--- config.mk ---
export PLATFORM = sky130hd
export DESIGN_NAME = pcs_div
export DESIGN_NICKNAME = d
export VERILOG_FILES = /design/src/pcs_pkg.sv /design/src/pcs_div.sv
export SDC_FILE = /design/constraint.sdc
export NUM_CORES = 1
export LEC_CHECK = 0
export BUFFER_PORTS_ARGS = -buffer_cell sky130_fd_sc_hd__buf_2
export CELL_PAD_IN_SITES_DETAIL_PLACEMENT = 1
export CELL_PAD_IN_SITES_GLOBAL_PLACEMENT = 1
export CORE_UTILIZATION = 41
export CTS_BUF_LIST = sky130_fd_sc_hd__clkbuf_4 sky130_fd_sc_hd__clkbuf_8
export CTS_CLUSTER_SIZE = 24
export DETAILED_ROUTE_END_ITERATION = 6
export GPL_TIMING_DRIVEN = 1
export PLACE_DENSITY = 0.87
export SLEW_MARGIN = 20
export SYNTH_ARGS = -nofsm -noshare
export SYNTH_HDL_FRONTEND = slang
export SYNTH_SLANG_ARGS = --single-unit
--- constraint.sdc ---
create_clock -name clk -period 3.2 [get_ports clk]
set_input_delay 0.32 -clock clk [delete_from_list [all_inputs] [get_ports clk]]
set_output_delay 0.32 -clock clk [all_outputs]
set_load 0.02 [all_outputs]
--- src/pcs_pkg.sv ---
package pcs_pkg;

  localparam int MAX_ENTRIES = 256;
  localparam int WEIGHT_BITS = 16;
  localparam int IDX_W       = $clog2(MAX_ENTRIES);
  localparam int CNT_W       = IDX_W + 1;
  localparam int SUM_W       = WEIGHT_BITS + IDX_W;
  localparam int PROD_W      = 32 + SUM_W;
  localparam int DIV_W       = SUM_W + 1;
  localparam int NUM_W       = DIV_W + 16;
  localparam int STEP_W      = 6;

  localparam logic [STEP_W-1:0] POS_STEPS = STEP_W'(32);
  localparam logic [STEP_W-1:0] DEN_STEPS = STEP_W'(NUM_W);
  localparam logic [31:0]       DENS_SAT  = 32'hFFFF_FFFF;

  typedef enum logic [1:0] {
    CMD_LOAD     = 2'd0,
    CMD_SAMPLE_C = 2'd1,
    CMD_SAMPLE_D = 2'd2,
    CMD_QUERY    = 2'd3
  } cmd_t;

  typedef enum logic [1:0] {
    STAT_OK        = 2'd0,
    STAT_NOT_READY = 2'd1,
    STAT_ZERO      = 2'd2,
    STAT_RANGE     = 2'd3
  } status_t;

  typedef enum logic [3:0] {
    S_IDLE,
    S_MUL_T,
    S_SPLIT,
    S_SRCH_ADDR,
    S_SRCH_CMP,
    S_FETCH,
    S_FETCH_WAIT,
    S_MUL_D,
    S_MUL_A,
    S_POS_START,
    S_POS_WAIT,
    S_DEN_START,
    S_DEN_WAIT,
    S_DONE
  } state_t;

  typedef struct packed {
    logic                   en;
    logic [IDX_W-1:0]       addr;
    logic [WEIGHT_BITS-1:0] weight;
    logic [SUM_W-1:0]       psum;
  } tbl_wr_t;

  typedef struct packed {
    logic              start;
    logic [DIV_W-1:0]  rem0;
    logic [NUM_W-1:0]  num;
    logic [STEP_W-1:0] steps;
    logic [DIV_W-1:0]  divisor;
  } div_req_t;

endpackage

--- src/pcs_div.sv ---
module pcs_div (
  input  logic                    clk,
  input  logic                    rst_n,
  input  pcs_pkg::div_req_t       req,
  output logic                    busy,
  output logic                    done,
  output logic [31:0]             quot
);

  logic                             busy_r, busy_nxt;
  logic                             done_r, done_nxt;
  logic [pcs_pkg::DIV_W-1:0]        rem_r, rem_nxt;
  logic [pcs_pkg::NUM_W-1:0]        num_r, num_nxt;
  logic [pcs_pkg::DIV_W-1:0]        dvs_r, dvs_nxt;
  logic [pcs_pkg::STEP_W-1:0]       cnt_r, cnt_nxt;
  logic [31:0]                      q_r, q_nxt;
  logic [pcs_pkg::DIV_W:0]          shifted;

  always_comb begin
    busy_nxt = busy_r;
    done_nxt = 1'b0;
    rem_nxt  = rem_r;
    num_nxt  = num_r;
    dvs_nxt  = dvs_r;
    cnt_nxt  = cnt_r;
    q_nxt    = q_r;
    shifted  = {rem_r, num_r[pcs_pkg::NUM_W-1]};
    if (req.start) begin
      busy_nxt = 1'b1;
      rem_nxt  = req.rem0;
      num_nxt  = req.num;
      dvs_nxt  = req.divisor;
      cnt_nxt  = req.steps;
      q_nxt    = '0;
    end else if (busy_r) begin
      num_nxt = {num_r[pcs_pkg::NUM_W-2:0], 1'b0};
      if (shifted >= {1'b0, dvs_r}) begin
        rem_nxt = pcs_pkg::DIV_W'(shifted - {1'b0, dvs_r});
        q_nxt   = {q_r[30:0], 1'b1};
      end else begin
        rem_nxt = shifted[pcs_pkg::DIV_W-1:0];
        q_nxt   = {q_r[30:0], 1'b0};
      end
      cnt_nxt = cnt_r - 1'b1;
      if (cnt_r == pcs_pkg::STEP_W'(1)) begin
        busy_nxt = 1'b0;
        done_nxt = 1'b1;
      end
    end
  end

  always_ff @(posedge clk) begin
    if (!rst_n) begin
      busy_r <= 1'b0;
      done_r <= 1'b0;
    end else begin
      busy_r <= busy_nxt;
      done_r <= done_nxt;
    end
    rem_r <= rem_nxt;
    num_r <= num_nxt;
    dvs_r <= dvs_nxt;
    cnt_r <= cnt_nxt;
    q_r   <= q_nxt;
  end

  assign busy = busy_r;
  assign done = done_r;
  assign quot = q_r;

endmodule

After elaboration in Yosys (flattened, before gate mapping)
Index checks and enable logic that the tools add are counted.
{"block": "word_totals", "reg_bits": 131, "latchBits": 0, "ramBits": 0, "romBits": 0, "inputBits": 100, "output_inout_bits": 34, "n_memories": 0}
{"block": "op_classes", "n_addsub": 2, "mul": 0, "div": 0, "magnitude_cmp": 1, "n_eq_ne": 1, "shift": 0, "muxes": 12, "bitwise_logic": 2, "reduce_logical": 2}
{"op": "2-to-1 mux 41 bit", "n": 2}
{"op": "2-to-1 mux 25 bit", "n": 3}
{"op": "greater-or-equal comparator 26 x 25 -> 1 bit", "n": 1}
{"op": "subtractor 25 bit", "n": 1}
{"op": "2-to-1 mux 6 bit", "n": 2}
{"op": "== test 6 x 1 -> 1 bit, second input constant", "n": 1}
{"op": "subtractor 6 x 1 -> 6 bit, second input constant", "n": 1}
{"op": "2-to-1 mux 1 bit", "n": 5}
{"op": "OR reduction 3 bit", "n": 1}
{"op": "inverter 1 bit", "n": 2}
{"op": "nonzero test 2 bit", "n": 1}

Logic depth before layout (Yosys ltp)
{"block": "logic_depth", "word_depth": 4, "mapped_depth": 14, "depth_no_buf": 12}

Worst setup path before layout
Ideal clock, no wire load.
{"block": "synth_timing", "path_type": "register to register", "from": "register num_r[40] (netlist bit)", "to": "register rem_r[3] (netlist bit) (data pin)", "t_arrival_ns": 2.789, "required_ns": 2.940, "path_slack_ns": 0.151, "path_stages_with_launch": 13, "path_buffers": 0, "synth_period_minus_slack_ns": 3.049, "path_cell_list": "edfxtp_1 inv_1 ha_1 inv_1 fa_1 a211oi_1 nor2_1 o2111ai_1 o211ai_1 a221o_1 a21oi_4 mux2_2 mux2_2"}
{"block": "synth_between", "elab_chain_cells": 4}
{"element": "start, declared", "line": "pcs_div.sv:13", "source": "logic [pcs_pkg::NUM_W-1:0] num_r, num_nxt;"}
{"element": "start signal, assigned", "line": "pcs_div.sv:61", "source": "num_r <= num_nxt;"}
{"element": "subtractor 25 bit / greater-or-equal comparator 26 x 25 -> 1 bit (equally long branches)", "line": "pcs_div.sv:38, pcs_div.sv:37"}
{"element": "2-to-1 mux 25 bit *", "line": "pcs_div.sv:37", "source": "if (shifted >= {1'b0, dvs_r}) begin"}
{"element": "2-to-1 mux 25 bit *", "line": "pcs_div.sv:35", "source": "end else if (busy_r) begin"}
{"element": "2-to-1 mux 25 bit *", "line": "pcs_div.sv:28", "source": "if (req.start) begin"}
{"element": "net rem_nxt (one bit)", "line": "pcs_div.sv:12", "source": "logic [pcs_pkg::DIV_W-1:0] rem_r, rem_nxt;"}
{"element": "end signal, assigned", "line": "pcs_div.sv:60", "source": "rem_r <= rem_nxt;"}
{"element": "end, declared", "line": "pcs_div.sv:12"}
The timed path passes the listed nets; every way through them passes the cells marked *. The select of a mux whose other input is x is not followed.
A chain may end at the register's enable or synchronous reset.

Final worst setup path
{"block": "layout_timing", "from": "register num_r[40] (netlist bit)", "to": "register rem_r[5] (netlist bit) (data pin)"}
Same word-level chain as after synthesis.

==> results.sh <==
export IMPL_status="finished with violations"
export IMPL_violations="setup timing"
export IMPL_dp_slack_ns=-0.1161
export IMPL_cp_buffers_inverters=3
export IMPL_worst_path_stages=13
export IMPL_via_per_inst=5.323
export IMPL_final_cells=958
export IMPL_cpMostUsedCell="inv_2"
export IMPL_yosysWarnings=0
export IMPL_p_clk_share_pct=27.6
export IMPL_max_freq_mhz=310.1
export IMPL_start_kind="flip-flop"
export IMPL_dr_pass1_iters=4
export IMPL_final_setup_viol_count=2
export IMPL_grt_usage_pct=21.81
export IMPL_timing_rr_end="rem_r[5]"
export IMPL_reg2regPathDepth=13
export IMPL_met1_usage_pct=24.51
export IMPL_yosys_register_bits=131
export IMPL_io_buffer_count=133
export IMPL_ios=134
export IMPL_gp_congestion=0.8294
export IMPL_grt_pass1_vias=5478
export IMPL_grt_ovfl_total=0
export IMPL_core_area_um2=15940
export IMPL_cts_tree="yes"
export IMPL_power_density_nw_per_um2=667.6
export IMPL_finalCritPeriodShare_pct=100.8
export IMPL_fin_crit_ns=3.225
export IMPL_cts_sinks=131
export IMPL_cpMaxStageDelayCell="edfxtp_1"
export IMPL_slowest_delay_ns=0.39
export IMPL_critPathTopFamily="compound AO/OA/AOI/OAI gates"
export IMPL_drc=0
export IMPL_path_clk_slew_ns=0.09
export IMPL_finalWirelength_um=17630
export IMPL_dieArea_um2=16900
export IMPL_cp_max_fo=6
export IMPL_wl_per_cell_um=18.40
export IMPL_power_frac_comb_pct=33.4
export IMPL_required_ns=3.40
export IMPL_met2_usage_pct=38.88
export IMPL_drt_iter0_drc=236
export IMPL_hold_buffers=0
export IMPL_netlist_instances=569
export IMPL_fin_nets=856
export IMPL_grt_start_max_net_pins=95
export IMPL_grtUsageMet3_pct=7.011
export IMPL_synth_fp_nets=697
export IMPL_switchingPower_mw=1.823
export IMPL_pwr_share_seq_pct=39.0
export IMPL_max_vdd_ir_drop_mv=0.4015
export IMPL_skew_ns=0.01238
export IMPL_die_h_um=130
export IMPL_worst_setup_path_end_kind="flip-flop"
export IMPL_rrSetupSlack_ns=-0.02
export IMPL_synth_cell_types=53
export IMPL_worst_setup_path_type="reg -> reg"
export IMPL_swShare_pct=32.59
export IMPL_antenna_left=0
export IMPL_cts_root_buf="clkbuf_8"
export IMPL_hold_path_class="in -> reg"
export IMPL_dp_cells=908
export IMPL_initial_core_util_pct=42.14
export IMPL_worstMarginPinSlew_ns=0.7557
export IMPL_synth_top_flop_cell="edfxtp_1"
export IMPL_die_x_um=130
export IMPL_syn_area_per_cell_um2=11.81
export IMPL_antenna_found_initial=2
export IMPL_crit_path_end="rem_r[5]"
export IMPL_vias=5099
export IMPL_seq_area_frac_synth_pct=53.49
export IMPL_async_reset_ff_share_pct=0
export IMPL_arrival_ns=3.42
export IMPL_grt_pass1_wl_um=27830
export IMPL_layout_drive_gt1_share_pct=36.71
export IMPL_p_int_mw=3.771
export IMPL_slew_viol_final=0
export IMPL_netlist_area_um2=6718
export IMPL_hold_depth=1
export IMPL_grt_setup_unrepaired="yes"
export IMPL_slew_headroom_pct=49.62
export IMPL_num_rows=46
export IMPL_cap_violations=0
export IMPL_clk_path_buf_depth=2
export IMPL_finalWorstSetupSlack_ns=-0.02464
export IMPL_synth_edf_count=97
export IMPL_numCtsBuffers=17
export IMPL_worstPathCellList="inv_2, ha_4, inv_2, fa_2, a211oi_2, nor2_2, o2111ai_2, o211ai_1, a221o_1, a21oi_4, buf_12, mux2_4, mux2_2"
export IMPL_htreeDepth=4
export IMPL_fin_hold_ws_ns=0.04313
export IMPL_critPathLaunch="num_r[40]"
export IMPL_grt_busiest_layer="met2"
export IMPL_worstSkewPairLatency_ns=0.45
export IMPL_syn2layout_area_growth_pct=24.72
export IMPL_dp_hpwl_um=11950
export IMPL_reg2reg_from="num_r[40]"
export IMPL_power_leakage_nw=3.625
export IMPL_hold_viol=0
export IMPL_power_mw=5.593
## routing by layer
| metal | share of wire [%] | vias up |
|---|---|---|
| li1 | - | 2417 |
| met4 | 1.7 | 2 |
| met3 | 5.8 | 27 |
| met1 | 41 | 2523 |
| met5 | 0.045 | - |
| met2 | 51 | 130 |
## synthesized netlist by cell type (3+ instances only)
| master | n | area, µm² |
|---|---|---|
| a211oi_1 | 6 | 45.04 |
| a21o_1 | 14 | 105.1 |
| a21oi_1 | 25 | 125.1 |
| a221o_1 | 9 | 90.09 |
| and3_1 | 6 | 37.54 |
| and3b_1 | 4 | 35.03 |
| buf_1 | 8 | 30.03 |
| buf_2 | 3 | 15.01 |
| clkbuf_1 | 16 | 60.06 |
| dfxtp_1 | 34 | 680.7 |
| edfxtp_1 | 97 | 2913 |
| ha_1 | 27 | 337.8 |
| inv_1 | 34 | 127.6 |
| mux2_2 | 46 | 518.0 |
| mux2i_1 | 36 | 360.4 |
| nand2_1 | 28 | 105.1 |
| nand3_1 | 6 | 30.03 |
| nand3b_1 | 9 | 67.56 |
| nor2_1 | 48 | 180.2 |
| nor2b_1 | 8 | 50.05 |
| nor3_1 | 8 | 40.04 |
| nor4_1 | 5 | 31.28 |
| o21a_1 | 4 | 30.03 |
| o21ai_0 | 18 | 90.09 |
| o21bai_1 | 4 | 30.03 |
| o311ai_0 | 8 | 70.07 |
| o31a_1 | 3 | 26.28 |
| xnor2_1 | 11 | 96.34 |
| xor2_1 | 12 | 105.1 |
## repair_timing
item | in CTS | in global routing
buffers inserted | 10 | 8
gates resized for setup | 11 | 25
pin swaps | 7 | 8
endpoints found under the setup margin | 13 | 22
## area by class of cell
cell class | instances | area (µm²)
clock inverters | 15 | 192.7
inverters | 34 | 127.6
flip-flops and latches | 131 | 3595
well taps | 216 | 270.3
fillers | 1733 | 7565
diodes | 1 | 2.502
clock buffers | 17 | 234.0
multi-input cells | 373 | 2949
repair buffers | 171 | 1007
## kinds of logic after synthesis
logic type | count (synthesis) | synth area share, %
adders and majority gates | 28 | 5.327
AOI/OAI and AO/OA | 106 | 11.19
muxes | 82 | 13.08
buffers and inverters | 65 | 4.023
xor gates and xnor gates | 23 | 2.999
and+or+nand+nor | 134 | 9.890
DFF | 131 | 53.49
## worst register-to-register path: stages, from the launching register on
cell and delay, ns:
edfxtp_1 0.39, inv_2 0.12, ha_4 0.16, inv_2 0.04, fa_2 0.35, a211oi_2 0.25
nor2_2 0.08, o2111ai_2 0.17, o211ai_1 0.14, a221o_1 0.37, a21oi_4 0.19, buf_12 0.15
mux2_4 0.30, mux2_2 0.27
## sequential cells by signal (all words and copies together) (netlist names)
signal	count
num_r	41
quot	32
dvs_r	25
rem_r	25
cnt_r	6
busy	1
done	1
## cells in the final DEF, fill, tap and decap left out, types with 4 or more instances in the layout
master      n
o21ai_0    14
xnor2_1    11
a21o_1     14
a211oi_1    5
a221o_1     9
a21oi_1    24
nand2_1    28
nor2b_1     8
buf_2     132
xor2_1     12
buf_4      34
buf_12      4
and3b_1     4
nor3_1      7
inv_6       6
and3_1      5
mux2i_1    36
o21a_1      4
o21bai_1    4
nand3b_1    9
clkbuf_8   17
ha_1       24
inv_1      32
o311ai_1    5
edfxtp_1   97
nor2_1     47
mux2_2     44
nand3_1     6
dfxtp_1    33
## worst min-delay path by stage
stage | from | endpoint | slack [ns]
finish | req[20] | dvs_r[20] | 0.04
global route | req[19] | dvs_r[19] | 0.008
CTS | req[20] | dvs_r[20] | 0.01
detailed placement | req[16] | dvs_r[16] | 0.50
global placement | quot[31] | quot[31] | 0.47
floorplan | req[0] | dvs_r[0] | 0.42
## metrics by stage
stage	utilization, %	TNS, ns	cell area, µm²
after global placement	48.24	0	7691
after detailed placement	48.24	-0.6951	7691
final	52.55	-0.02728	8378
after global routing	52.55	-1.186	8378
after CTS	51.73	0	8247
after floorplan	-	0	6718
## power by group through the flow
stage,logic [mW],registers [mW],clock network (mW)
floorplan,1.17,2.17,0
global placement,1.54,2.19,0
detailed placement,1.64,2.21,0
CTS,1.73,2.18,1.58
global route,2.04,2.20,1.65
finish,1.87,2.18,1.54
No activity file was read; power rests on OpenSTA's default activity.
